`src/hdl/tbrl_pkg.sv`:
```
// Token bucket rate limiter: shared types, codes and constants.
// Used by the front end, back end, top level and testbench; depends on nothing.
package tbrl_pkg;

  localparam logic [31:0] RATE_RST    = 32'd524288;
  localparam logic [31:0] BURST_RST   = 32'd1048576;
  localparam logic [15:0] ELAPSED_MAX = 16'd60000;
  localparam int unsigned MS_PER_S    = 1000;

  localparam int unsigned PROD_W    = 48;
  localparam int unsigned REFILL_W  = 38;
  localparam int unsigned DIV_DIGIT = 8;
  localparam int unsigned NDIV      = PROD_W / DIV_DIGIT;
  localparam int unsigned REM_W     = 10;

  localparam int unsigned MID_DEPTH = 8;
  localparam int unsigned OUT_DEPTH = 2;
  localparam int unsigned CRED_W    = $clog2(MID_DEPTH + 1);

  localparam logic REG_RATE  = 1'b0;
  localparam logic REG_BURST = 1'b1;

  typedef enum logic [1:0] {
    CMD_FETCH = 2'd0,
    CMD_TICK  = 2'd1,
    CMD_SHUT  = 2'd2
  } cmd_e;

  typedef enum logic [1:0] {
    K_FETCH = 2'd0,
    K_BAD   = 2'd1,
    K_TICK  = 2'd2,
    K_SHUT  = 2'd3
  } kind_e;

  typedef enum logic [2:0] {
    ST_GRANTED  = 3'd0,
    ST_TIMEOUT  = 3'd1,
    ST_SHUTDOWN = 3'd2,
    ST_BAD      = 3'd3,
    ST_BUSY     = 3'd4
  } status_e;

  typedef struct packed {
    kind_e                kind;
    logic [31:0]          want;
    logic signed [16:0]   limit;
    logic [31:0]          elapsed;
    logic [REFILL_W-1:0]  refill;
  } item_t;

  typedef struct packed {
    status_e      status;
    logic [31:0]  granted;
    logic [31:0]  tokens;
    logic [63:0]  throttled;
  } res_t;

  // One radix-256 step of long division by MS_PER_S: {quotient digit, remainder}.
  function automatic logic [DIV_DIGIT+REM_W-1:0] div_digit(
    input logic [REM_W-1:0]     rem,
    input logic [DIV_DIGIT-1:0] bits
  );
    logic [REM_W:0]         r;
    logic [REM_W-1:0]       cur;
    logic [DIV_DIGIT-1:0]   q;
    cur = rem;
    q   = '0;
    for (int i = DIV_DIGIT - 1; i >= 0; i--) begin
      r = {cur, bits[i]};
      if (r >= (REM_W + 1)'(MS_PER_S)) begin
        q[i] = 1'b1;
        r    = r - (REM_W + 1)'(MS_PER_S);
      end
      cur = r[REM_W-1:0];
    end
    return {q, cur};
  endfunction

endpackage

```
`src/hdl/tbrl_fifo.sv`:
```
// Small register-based FIFO used between limiter stages.
// Depends on nothing; width and depth are parameters.
module tbrl_fifo #(
  parameter int unsigned WIDTH = 8,
  parameter int unsigned DEPTH = 2
) (
  input  logic             clk_i,
  input  logic             rst_ni,
  input  logic             push_i,
  input  logic [WIDTH-1:0] wdata_i,
  input  logic             pop_i,
  output logic [WIDTH-1:0] rdata_o,
  output logic             empty_o,
  output logic             full_o
);

  localparam int unsigned PTR_W = (DEPTH > 1) ? $clog2(DEPTH) : 1;
  localparam int unsigned CNT_W = $clog2(DEPTH + 1);

  logic [WIDTH-1:0] mem_q [DEPTH];
  logic [PTR_W-1:0] wr_q, wr_d, rd_q, rd_d;
  logic [CNT_W-1:0] cnt_q, cnt_d;
  logic             do_push, do_pop;

  assign empty_o = (cnt_q == '0);
  assign full_o  = (cnt_q == CNT_W'(DEPTH));
  assign rdata_o = mem_q[rd_q];
  assign do_push = push_i && !full_o;
  assign do_pop  = pop_i && !empty_o;

  always_comb begin
    wr_d  = wr_q;
    rd_d  = rd_q;
    cnt_d = cnt_q;
    if (do_push) begin
      wr_d = (wr_q == PTR_W'(DEPTH - 1)) ? '0 : wr_q + PTR_W'(1);
    end
    if (do_pop) begin
      rd_d = (rd_q == PTR_W'(DEPTH - 1)) ? '0 : rd_q + PTR_W'(1);
    end
    if (do_push && !do_pop) begin
      cnt_d = cnt_q + CNT_W'(1);
    end else if (do_pop && !do_push) begin
      cnt_d = cnt_q - CNT_W'(1);
    end
  end

  always_ff @(posedge clk_i or negedge rst_ni) begin
    if (!rst_ni) begin
      wr_q  <= '0;
      rd_q  <= '0;
      cnt_q <= '0;
    end else begin
      wr_q  <= wr_d;
      rd_q  <= rd_d;
      cnt_q <= cnt_d;
    end
  end

  always_ff @(posedge clk_i) begin
    if (do_push) begin
      mem_q[wr_q] <= wdata_i;
    end
  end

endmodule

```
`src/hdl/tbrl_front.sv`:
```
// Front end: accept and classify transactions, clamp requests, compute refill.
// Depends on tbrl_pkg; feeds the work queue through a credit count.
module tbrl_front #(
  parameter int unsigned TOKEN_WIDTH = 32
) (
  input  logic                    clk_i,
  input  logic                    rst_ni,
  input  logic                    push_i,
  output logic                    full_o,
  input  logic [1:0]              cmd_i,
  input  logic [31:0]             amount_i,
  input  logic signed [16:0]      wait_limit_ms_i,
  input  logic [31:0]             rate_i,
  input  logic [TOKEN_WIDTH-1:0]  cap_i,
  input  logic                    mid_pop_i,
  output logic                    mid_push_o,
  output tbrl_pkg::item_t         mid_item_o
);

  import tbrl_pkg::*;

  localparam int unsigned CW = (TOKEN_WIDTH > 32) ? TOKEN_WIDTH : 32;

  typedef struct packed {
    item_t               item;
    logic [PROD_W-1:0]   num;
    logic [PROD_W-1:0]   quot;
    logic [REM_W-1:0]    rem;
  } div_t;

  div_t              stg_q [NDIV+1];
  div_t              stg_nxt [NDIV];
  div_t              entry;
  logic [NDIV:0]     vld_q;
  logic [CRED_W-1:0] credit_q, credit_d;
  logic              accept, keep, take;
  logic [15:0]       elapsed_clamp;

  assign full_o = (credit_q == CRED_W'(MID_DEPTH));
  assign accept = push_i && !full_o;

  always_comb begin
    keep  = 1'b0;
    entry = '0;
    entry.item.limit   = wait_limit_ms_i;
    entry.item.elapsed = amount_i;
    entry.item.want    = (CW'(amount_i) > CW'(cap_i)) ? 32'(cap_i) : amount_i;
    entry.item.kind    = K_FETCH;
    elapsed_clamp = (amount_i > 32'(ELAPSED_MAX)) ? ELAPSED_MAX : amount_i[15:0];
    entry.num = PROD_W'(rate_i) * PROD_W'(elapsed_clamp);
    unique case (cmd_i)
      CMD_FETCH: begin
        keep = 1'b1;
        entry.item.kind = (amount_i == '0) ? K_BAD : K_FETCH;
      end
      CMD_TICK: begin
        keep = (amount_i != '0);
        entry.item.kind = K_TICK;
      end
      CMD_SHUT: begin
        keep = 1'b1;
        entry.item.kind = K_SHUT;
      end
      default: begin
        keep = 1'b0;
      end
    endcase
  end

  assign take = accept && keep;

  always_comb begin
    logic [DIV_DIGIT+REM_W-1:0] dig;
    for (int i = 0; i < NDIV; i++) begin
      dig = div_digit(stg_q[i].rem, stg_q[i].num[PROD_W-1 -: DIV_DIGIT]);
      stg_nxt[i].item = stg_q[i].item;
      stg_nxt[i].num  = stg_q[i].num << DIV_DIGIT;
      stg_nxt[i].quot = {stg_q[i].quot[PROD_W-DIV_DIGIT-1:0],
                         dig[DIV_DIGIT+REM_W-1 -: DIV_DIGIT]};
      stg_nxt[i].rem  = dig[REM_W-1:0];
    end
  end

  always_comb begin
    credit_d = credit_q;
    if (take && !mid_pop_i) begin
      credit_d = credit_q + CRED_W'(1);
    end else if (mid_pop_i && !take) begin
      credit_d = credit_q - CRED_W'(1);
    end
  end

  always_ff @(posedge clk_i or negedge rst_ni) begin
    if (!rst_ni) begin
      vld_q    <= '0;
      credit_q <= '0;
    end else begin
      vld_q    <= {vld_q[NDIV-1:0], take};
      credit_q <= credit_d;
    end
  end

  always_ff @(posedge clk_i) begin
    if (take) begin
      stg_q[0] <= entry;
    end
    for (int i = 0; i < NDIV; i++) begin
      stg_q[i+1] <= stg_nxt[i];
    end
  end

  always_comb begin
    mid_item_o        = stg_q[NDIV].item;
    mid_item_o.refill = stg_q[NDIV].quot[REFILL_W-1:0];
  end

  assign mid_push_o = vld_q[NDIV];

endmodule

```
`src/hdl/tbrl_back.sv`:
```
// Back end: bucket state, pending request, throttled total; issues results.
// Depends on tbrl_pkg; pops the work queue and pushes the result queue.
module tbrl_back #(
  parameter int unsigned TOKEN_WIDTH = 32
) (
  input  logic                    clk_i,
  input  logic                    rst_ni,
  input  logic [TOKEN_WIDTH-1:0]  cap_i,
  input  logic                    mid_empty_i,
  input  tbrl_pkg::item_t         mid_item_i,
  output logic                    mid_pop_o,
  input  logic                    out_full_i,
  output logic                    out_push_o,
  output tbrl_pkg::res_t          out_res_o
);

  import tbrl_pkg::*;

  localparam int unsigned CW    = (TOKEN_WIDTH > 32) ? TOKEN_WIDTH : 32;
  localparam int unsigned SUM_W = ((TOKEN_WIDTH > REFILL_W) ? TOKEN_WIDTH : REFILL_W) + 1;
  localparam logic [63:0] TOKMAX64  = (64'd1 << TOKEN_WIDTH) - 64'd1;
  localparam logic [63:0] LVL_RST64 = (64'(BURST_RST) < TOKMAX64) ? 64'(BURST_RST) : TOKMAX64;

  typedef enum logic {
    S_LOAD,
    S_EXEC
  } state_e;

  state_e                  state_q, state_d;
  logic [TOKEN_WIDTH-1:0]  level_q, level_d;
  logic                    shut_q, shut_d;
  logic                    pend_q, pend_d;
  logic [31:0]             pbytes_q, pbytes_d;
  logic signed [16:0]      plimit_q, plimit_d;
  logic [31:0]             waited_q, waited_d;
  logic [63:0]             thr_q, thr_d;
  item_t                   cur_q, cur_d;

  logic [SUM_W-1:0]        sum;
  logic [TOKEN_WIDTH-1:0]  refilled, less;
  logic [32:0]             wsum;
  logic [31:0]             wsat, operand;
  logic                    ge, timed;

  always_comb begin
    sum      = SUM_W'(level_q) + SUM_W'(mid_item_i.refill);
    refilled = (sum > SUM_W'(cap_i)) ? cap_i : sum[TOKEN_WIDTH-1:0];
    wsum     = {1'b0, waited_q} + {1'b0, mid_item_i.elapsed};
    wsat     = wsum[32] ? '1 : wsum[31:0];
    operand  = (cur_q.kind == K_TICK) ? pbytes_q : cur_q.want;
    ge       = CW'(level_q) >= CW'(operand);
    less     = level_q - TOKEN_WIDTH'(operand);
    timed    = !plimit_q[16] && (waited_q >= 32'(plimit_q[15:0]));
  end

  always_comb begin
    state_d    = state_q;
    level_d    = level_q;
    shut_d     = shut_q;
    pend_d     = pend_q;
    pbytes_d   = pbytes_q;
    plimit_d   = plimit_q;
    waited_d   = waited_q;
    thr_d      = thr_q;
    cur_d      = cur_q;
    mid_pop_o  = 1'b0;
    out_push_o = 1'b0;
    out_res_o  = '0;
    out_res_o.status = ST_GRANTED;
    unique case (state_q)
      S_LOAD: begin
        if (!mid_empty_i) begin
          mid_pop_o = 1'b1;
          cur_d     = mid_item_i;
          state_d   = S_EXEC;
          if (mid_item_i.kind == K_TICK) begin
            level_d = refilled;
            if (pend_q) begin
              waited_d = wsat;
            end
          end
        end
      end
      S_EXEC: begin
        if (!out_full_i) begin
          state_d = S_LOAD;
          unique case (cur_q.kind)
            K_BAD: begin
              out_push_o       = 1'b1;
              out_res_o.status = ST_BAD;
            end
            K_SHUT: begin
              shut_d = 1'b1;
              if (pend_q) begin
                pend_d           = 1'b0;
                out_push_o       = 1'b1;
                out_res_o.status = ST_SHUTDOWN;
              end
            end
            K_FETCH: begin
              priority if (shut_q) begin
                out_push_o       = 1'b1;
                out_res_o.status = ST_SHUTDOWN;
              end else if (pend_q) begin
                out_push_o       = 1'b1;
                out_res_o.status = ST_BUSY;
              end else if (ge) begin
                level_d           = less;
                out_push_o        = 1'b1;
                out_res_o.status  = ST_GRANTED;
                out_res_o.granted = cur_q.want;
              end else begin
                thr_d = thr_q + 64'(cur_q.want);
                if (cur_q.limit == '0) begin
                  out_push_o       = 1'b1;
                  out_res_o.status = ST_TIMEOUT;
                end else begin
                  pend_d   = 1'b1;
                  pbytes_d = cur_q.want;
                  plimit_d = cur_q.limit;
                  waited_d = '0;
                end
              end
            end
            K_TICK: begin
              if (pend_q) begin
                priority if (ge) begin
                  level_d           = less;
                  pend_d            = 1'b0;
                  out_push_o        = 1'b1;
                  out_res_o.status  = ST_GRANTED;
                  out_res_o.granted = pbytes_q;
                end else if (timed) begin
                  pend_d           = 1'b0;
                  out_push_o       = 1'b1;
                  out_res_o.status = ST_TIMEOUT;
                end
              end
            end
          endcase
        end
      end
    endcase
    out_res_o.tokens    = 32'(level_d);
    out_res_o.throttled = thr_d;
  end

  always_ff @(posedge clk_i or negedge rst_ni) begin
    if (!rst_ni) begin
      state_q  <= S_LOAD;
      level_q  <= LVL_RST64[TOKEN_WIDTH-1:0];
      shut_q   <= 1'b0;
      pend_q   <= 1'b0;
      waited_q <= '0;
      thr_q    <= '0;
    end else begin
      state_q  <= state_d;
      level_q  <= level_d;
      shut_q   <= shut_d;
      pend_q   <= pend_d;
      waited_q <= waited_d;
      thr_q    <= thr_d;
    end
  end

  always_ff @(posedge clk_i) begin
    pbytes_q <= pbytes_d;
    plimit_q <= plimit_d;
    cur_q    <= cur_d;
  end

endmodule

```
`src/hdl/token_bucket_rate_limiter.sv`:
```
// Token bucket byte-rate limiter, top level: config registers, front end,
// work queue, back end and result queue. Uses tbrl_pkg, tbrl_front, tbrl_fifo, tbrl_back.
//
//   channel   handshake            payload
//   input     push / full          cmd_i, amount_i, wait_limit_ms_i
//   result    empty / pop          status_o, granted_bytes_o, tokens_left_o,
//                                  throttled_total_o
//   config    cfg_we_i             cfg_idx_i, cfg_data_i
//
// Front end takes one transaction per cycle while full is low; its refill divider is
// a 7-stage pipeline that each transaction passes through to reach the work queue.
// Back end runs each transaction through S_LOAD (load and refill), then S_EXEC (decide);
// that sequencer sets the sustained rate. full rises when 8 transactions are
// in flight between input and back end. Results wait in a 2-entry queue; a
// full result queue holds the back end. Reset leaves the bucket full.
module token_bucket_rate_limiter #(
  parameter int unsigned TOKEN_WIDTH = 32
) (
  input  logic               clk_i,
  input  logic               rst_ni,
  input  logic               push,
  output logic               full,
  input  logic [1:0]         cmd_i,
  input  logic [31:0]        amount_i,
  input  logic signed [16:0] wait_limit_ms_i,
  output logic               empty,
  input  logic               pop,
  output logic [2:0]         status_o,
  output logic [31:0]        granted_bytes_o,
  output logic [31:0]        tokens_left_o,
  output logic [63:0]        throttled_total_o,
  input  logic               cfg_we_i,
  input  logic               cfg_idx_i,
  input  logic [31:0]        cfg_data_i
);

  import tbrl_pkg::*;

  localparam int unsigned CW = (TOKEN_WIDTH > 32) ? TOKEN_WIDTH : 32;
  localparam logic [TOKEN_WIDTH-1:0] TOK_MAX = '1;

  logic [31:0]             rate_q, burst_q;
  logic [TOKEN_WIDTH-1:0]  cap;
  logic                    mid_push, mid_pop, mid_empty, mid_full;
  item_t                   mid_wdata, mid_rdata;
  logic [$bits(item_t)-1:0] mid_rbits;
  logic                    out_push, out_full;
  res_t                    out_wdata, out_res;
  logic [$bits(res_t)-1:0] out_rbits;

  always_ff @(posedge clk_i or negedge rst_ni) begin
    if (!rst_ni) begin
      rate_q  <= RATE_RST;
      burst_q <= BURST_RST;
    end else if (cfg_we_i) begin
      unique case (cfg_idx_i)
        REG_RATE:  rate_q  <= cfg_data_i;
        REG_BURST: burst_q <= cfg_data_i;
      endcase
    end
  end

  assign cap = (CW'(burst_q) > CW'(TOK_MAX)) ? TOK_MAX : TOKEN_WIDTH'(burst_q);

  tbrl_front #(
    .TOKEN_WIDTH(TOKEN_WIDTH)
  ) u_front (
    .clk_i,
    .rst_ni,
    .push_i          (push),
    .full_o          (full),
    .cmd_i,
    .amount_i,
    .wait_limit_ms_i,
    .rate_i          (rate_q),
    .cap_i           (cap),
    .mid_pop_i       (mid_pop),
    .mid_push_o      (mid_push),
    .mid_item_o      (mid_wdata)
  );

  tbrl_fifo #(
    .WIDTH($bits(item_t)),
    .DEPTH(MID_DEPTH)
  ) u_mid_q (
    .clk_i,
    .rst_ni,
    .push_i  (mid_push),
    .wdata_i (mid_wdata),
    .pop_i   (mid_pop),
    .rdata_o (mid_rbits),
    .empty_o (mid_empty),
    .full_o  (mid_full)
  );

  assign mid_rdata = item_t'(mid_rbits);

  tbrl_back #(
    .TOKEN_WIDTH(TOKEN_WIDTH)
  ) u_back (
    .clk_i,
    .rst_ni,
    .cap_i       (cap),
    .mid_empty_i (mid_empty),
    .mid_item_i  (mid_rdata),
    .mid_pop_o   (mid_pop),
    .out_full_i  (out_full),
    .out_push_o  (out_push),
    .out_res_o   (out_wdata)
  );

  tbrl_fifo #(
    .WIDTH($bits(res_t)),
    .DEPTH(OUT_DEPTH)
  ) u_out_q (
    .clk_i,
    .rst_ni,
    .push_i  (out_push),
    .wdata_i (out_wdata),
    .pop_i   (pop),
    .rdata_o (out_rbits),
    .empty_o (empty),
    .full_o  (out_full)
  );

  assign out_res           = res_t'(out_rbits);
  assign status_o          = out_res.status;
  assign granted_bytes_o   = out_res.granted;
  assign tokens_left_o     = out_res.tokens;
  assign throttled_total_o = out_res.throttled;

`ifndef SYNTH
  a_mid_no_overflow: assert property (@(posedge clk_i) disable iff (!rst_ni)
    mid_push |-> !mid_full)
    else $error("work queue written while full");

  a_out_no_overflow: assert property (@(posedge clk_i) disable iff (!rst_ni)
    out_push |-> !out_full)
    else $error("result queue written while full");

  a_refused_no_bytes: assert property (@(posedge clk_i) disable iff (!rst_ni)
    (!empty && status_o != ST_GRANTED) |-> granted_bytes_o == '0)
    else $error("refused result carries granted bytes");
`endif

endmodule

```
`config.mk`:
```
export PLATFORM = sky130hd
export DESIGN_NAME = token_bucket_rate_limiter
export DESIGN_NICKNAME = d
export VERILOG_FILES = /design/src/hdl/tbrl_pkg.sv /design/src/hdl/tbrl_fifo.sv /design/src/hdl/tbrl_front.sv /design/src/hdl/tbrl_back.sv /design/src/hdl/token_bucket_rate_limiter.sv
export SDC_FILE = /design/constraint.sdc
export NUM_CORES = 2
export LEC_CHECK = 0
export ABC_AREA = 1
export BUFFER_PORTS_ARGS = -buffer_cell sky130_fd_sc_hd__buf_2
export CAP_MARGIN = 15
export CORE_AREA = 2 2 422 424
export CTS_BUF_LIST = sky130_fd_sc_hd__clkbuf_8
export DETAILED_ROUTE_END_ITERATION = 7
export DIE_AREA = 0 0 424 426
export HOLD_SLACK_MARGIN = 0.02
export PLACE_DENSITY = 0.82
export SYNTH_ARGS = -nofsm -noshare
export SYNTH_HDL_FRONTEND = slang
export SYNTH_SLANG_ARGS = --single-unit
```
`constraint.sdc`:
```
create_clock -name clk_i -period 17.9 [get_ports clk_i]
set_input_delay 0.895 -clock clk_i [delete_from_list [all_inputs] [get_ports clk_i]]
set_output_delay 0.895 -clock clk_i [all_outputs]
set_load 0.005 [all_outputs]
```
==> run metrics <==
outcome finished clean; crit start category input pin; die width 424 um; Crit. End Element flip-flop; CP arrival 11.25 ns; routed wire length 298 mm; final cycle utilization of the critical path 58.2%; Bufs and invs on worst path 12; core footprint 176000 um^2; utilization after layout 71.4%; antenna viol nets, final 0; NumNets Final 12200; crit path kind input pin to flip-flop; IO Port Bufs 221; mean area per synthesized cell 10.4 um^2; area leader, netlist edfxtp_1; Seq/Total Area, Yosys 57.0%; cell family with most CP delay compound AO/OA/AOI/OAI gates; WL per Instance 21.3 um; vias in the first global route 81300; Post-synth EDFFs 1460; root buffer cell clkbuf_8; global-route wire length before repair 460 mm; via count 81800; GRT Overall Usage 33.2%; worst hold path stage count 1; Worst Hold Path EP u_front.stg_q[0][150]$_DFFE_PP_; Synth Flop Type edfxtp_1; CTS buffer count 379; clock sink count 2451; count of state elements after synthesis 2451; data required time at the worst endpoint 18.73 ns; final slew viol count 0; crit-path max FO 14; worst hold start amount_i[6]; Hold Fails Final Rpt 0; crit path max-delay cell type o21ai_0; measured slew at the worst slew-check pin 1.22 ns; Cells after Synth 11000; largest net degree at the start of global routing 176; Worst Clk Skew 0.137 ns; Reg2Reg Setup Slack 8.96 ns; crit-path max cell delay 0.61 ns; DRC 0; Worst R2R End u_front.stg_q[0][103]$_DFFE_PP_; fraction of layout cells with a size suffix above 1 10.8%; Post-CTS Setup Repair Bufs 0; io pins 222; mapped cell area 114000 um^2; routability cong. 0.934; CTS tree yes; Yosys top cell area share 38.5%; vias per inst 5.85; Initial DRC Count 8003; initial antenna violation count 8; Clk Latency, worst-skew pair 1.17 ns; die height 426 um; worst r2r path cells 32; class of the worst hold path input pin to flip-flop; post-detail-place hpwl 199 mm; RSZ-0062 raised after global routing no; H-Tree Depth 5; max_cap viols 0; FFs w/ async S/R, synth 8.98%; DP Area 117000 um^2; Ys Warns 0; P&R area growth vs syn 10.3%; post-layout min period 10.42 ns; # fillers 11900; Syn Nets 11800; clock tree buffer depth 4; synth unique cells 71; Clock Pin Slew Worst Setup and Hold Paths 0.08 ns; design area 125000 um^2; ranking of synthesized cells by area edfxtp_1 39%, dfxtp_1 14%, fa_1 7.5%, nand2_1 6.9%, dfrtp_1 4.8%; post-route setup TNS 0 ns; global route total overflow 0; reg2reg start rate_q[5]$_DFFE_PN0P_; DIE AREA 181000 um^2; Starting Density 64.7%; FP Rows 154; slew margin rel. 18.2%; crit-path most repeated cell inv_1; max frequency 0.0960 GHz; DRT Pass-1 Iters 6; final setup vio count 0
[layout by cell type, fill, tap and decap left out, types with 32 or more instances in the layout]
master         count
a21oi_1          381
a31oi_1          129
buf_2            220
buf_4             97
clkbuf_8         451
clkinv_1          44
clkinv_2          34
dfrtp_1          214
dfxtp_1          771
dlygate4sd3_1     39
edfxtp_1        1460
fa_1             424
ha_1             361
inv_1           1219
inv_2             40
mux2i_1           32
nand2_1         2078
nand2_2          101
nand2_4           69
nand3_1          364
nand4_1           85
nor2_1          1266
nor2_2            33
nor2_4            44
nor3_1            61
o211ai_1          36
o21ai_0          884
o22ai_1          153
xnor2_1           73
xor2_1           155
[cells in the mapped netlist, drive strengths merged, types with 217 or more instances]
cell type and instances:
nand2 2252, edfxtp 1460, nor2 1344, inv 1124
o21ai 908, dfxtp 771, fa 424, nand3 408
a21oi 391, ha 361, clkbuf 350, dfrtp 217
[logic make-up after synthesis]
group	share of synthesized area [%]
mux	0.282
fa+ha+maj	11.4
xor+xnor	1.78
compound gates	8.28
flops	57.0
buf+inv	5.08
simple gates	16.2
[cell type report]
class	instances	area (um^2)	area share, %
Clock buffer	451	6210	4.95
Clock inverter	237	1500	1.19
Tap cell	2340	2930	2.33
Timing Repair Buffer	361	2310	1.85
Antenna cell	7	17.5	0.0140
Multi-Input combinational cell	6991	43300	34.5
Inverter	1142	4320	3.44
Sequential cell	2451	64800	51.7
[worst max path at each step]
stage / endpoint / cells after the start / startpoint / slack [ns]
finish: u_front.stg_q[0][103]$_DFFE_PP_ / 45 / amount_i[26] / 7.48
global route: u_front.stg_q[0][103]$_DFFE_PP_ / 47 / amount_i[4] / 6.82
CTS: u_front.stg_q[0][104]$_DFFE_PP_ / 50 / amount_i[4] / 7.73
detailed placement: u_front.stg_q[0][104]$_DFFE_PP_ / 49 / amount_i[4] / 7.17
global placement: u_front.stg_q[0][102]$_DFFE_PP_ / 47 / amount_i[26] / 7.31
floorplan: u_front.credit_q[3]$_DFFE_PN0P_ / 17 / amount_i[0] / 0.57
[repair_timing]
item                      in CTS  in global routing
gates resized for setup        0                  0
hold endpoints to repair     113                  0
hold buffers                  39                  0
[sequential cells by signal, summed over array words and instances (netlist names), 2 cells and up]
name	flops
burst_q	32
rate_q	32
u_back.cur_q	51
u_back.level_q	32
u_back.pbytes_q	32
u_back.plimit_q	17
u_back.thr_q	64
u_back.waited_q	32
u_front.credit_q	4
u_front.stg_q	901
u_front.vld_q	7
u_mid_q.cnt_q	4
u_mid_q.mem_q	968
u_mid_q.rd_q	3
u_mid_q.wr_q	3
u_out_q.cnt_q	2
u_out_q.mem_q	262
[metrics by stage]
step | hold WS, ns | cells | setup slack, ns
final | 0.138 | 14000 | 7.48
after global routing | 0.107 | 14000 | 6.82
after CTS | 0.0580 | 14000 | 7.73
after detailed placement | 0.312 | 13200 | 7.17
after global placement | 0.310 | 13200 | 7.31
after floorplan | 0.310 | 11000 | 0.570
[routing by layer]
layer | GRT usage, % | wire, um | vias up
met2 | 53.7 | 141000 | 4179
met5 | 0 | 0 | -
li1 | - | - | 37300
met1 | 42.0 | 112000 | 39400
met3 | 6.32 | 26200 | 893
met4 | 19.4 | 18900 | 0
Power is not shown: default switching activity piles up to over one toggle a cycle in this logic, so the estimate is an artifact.
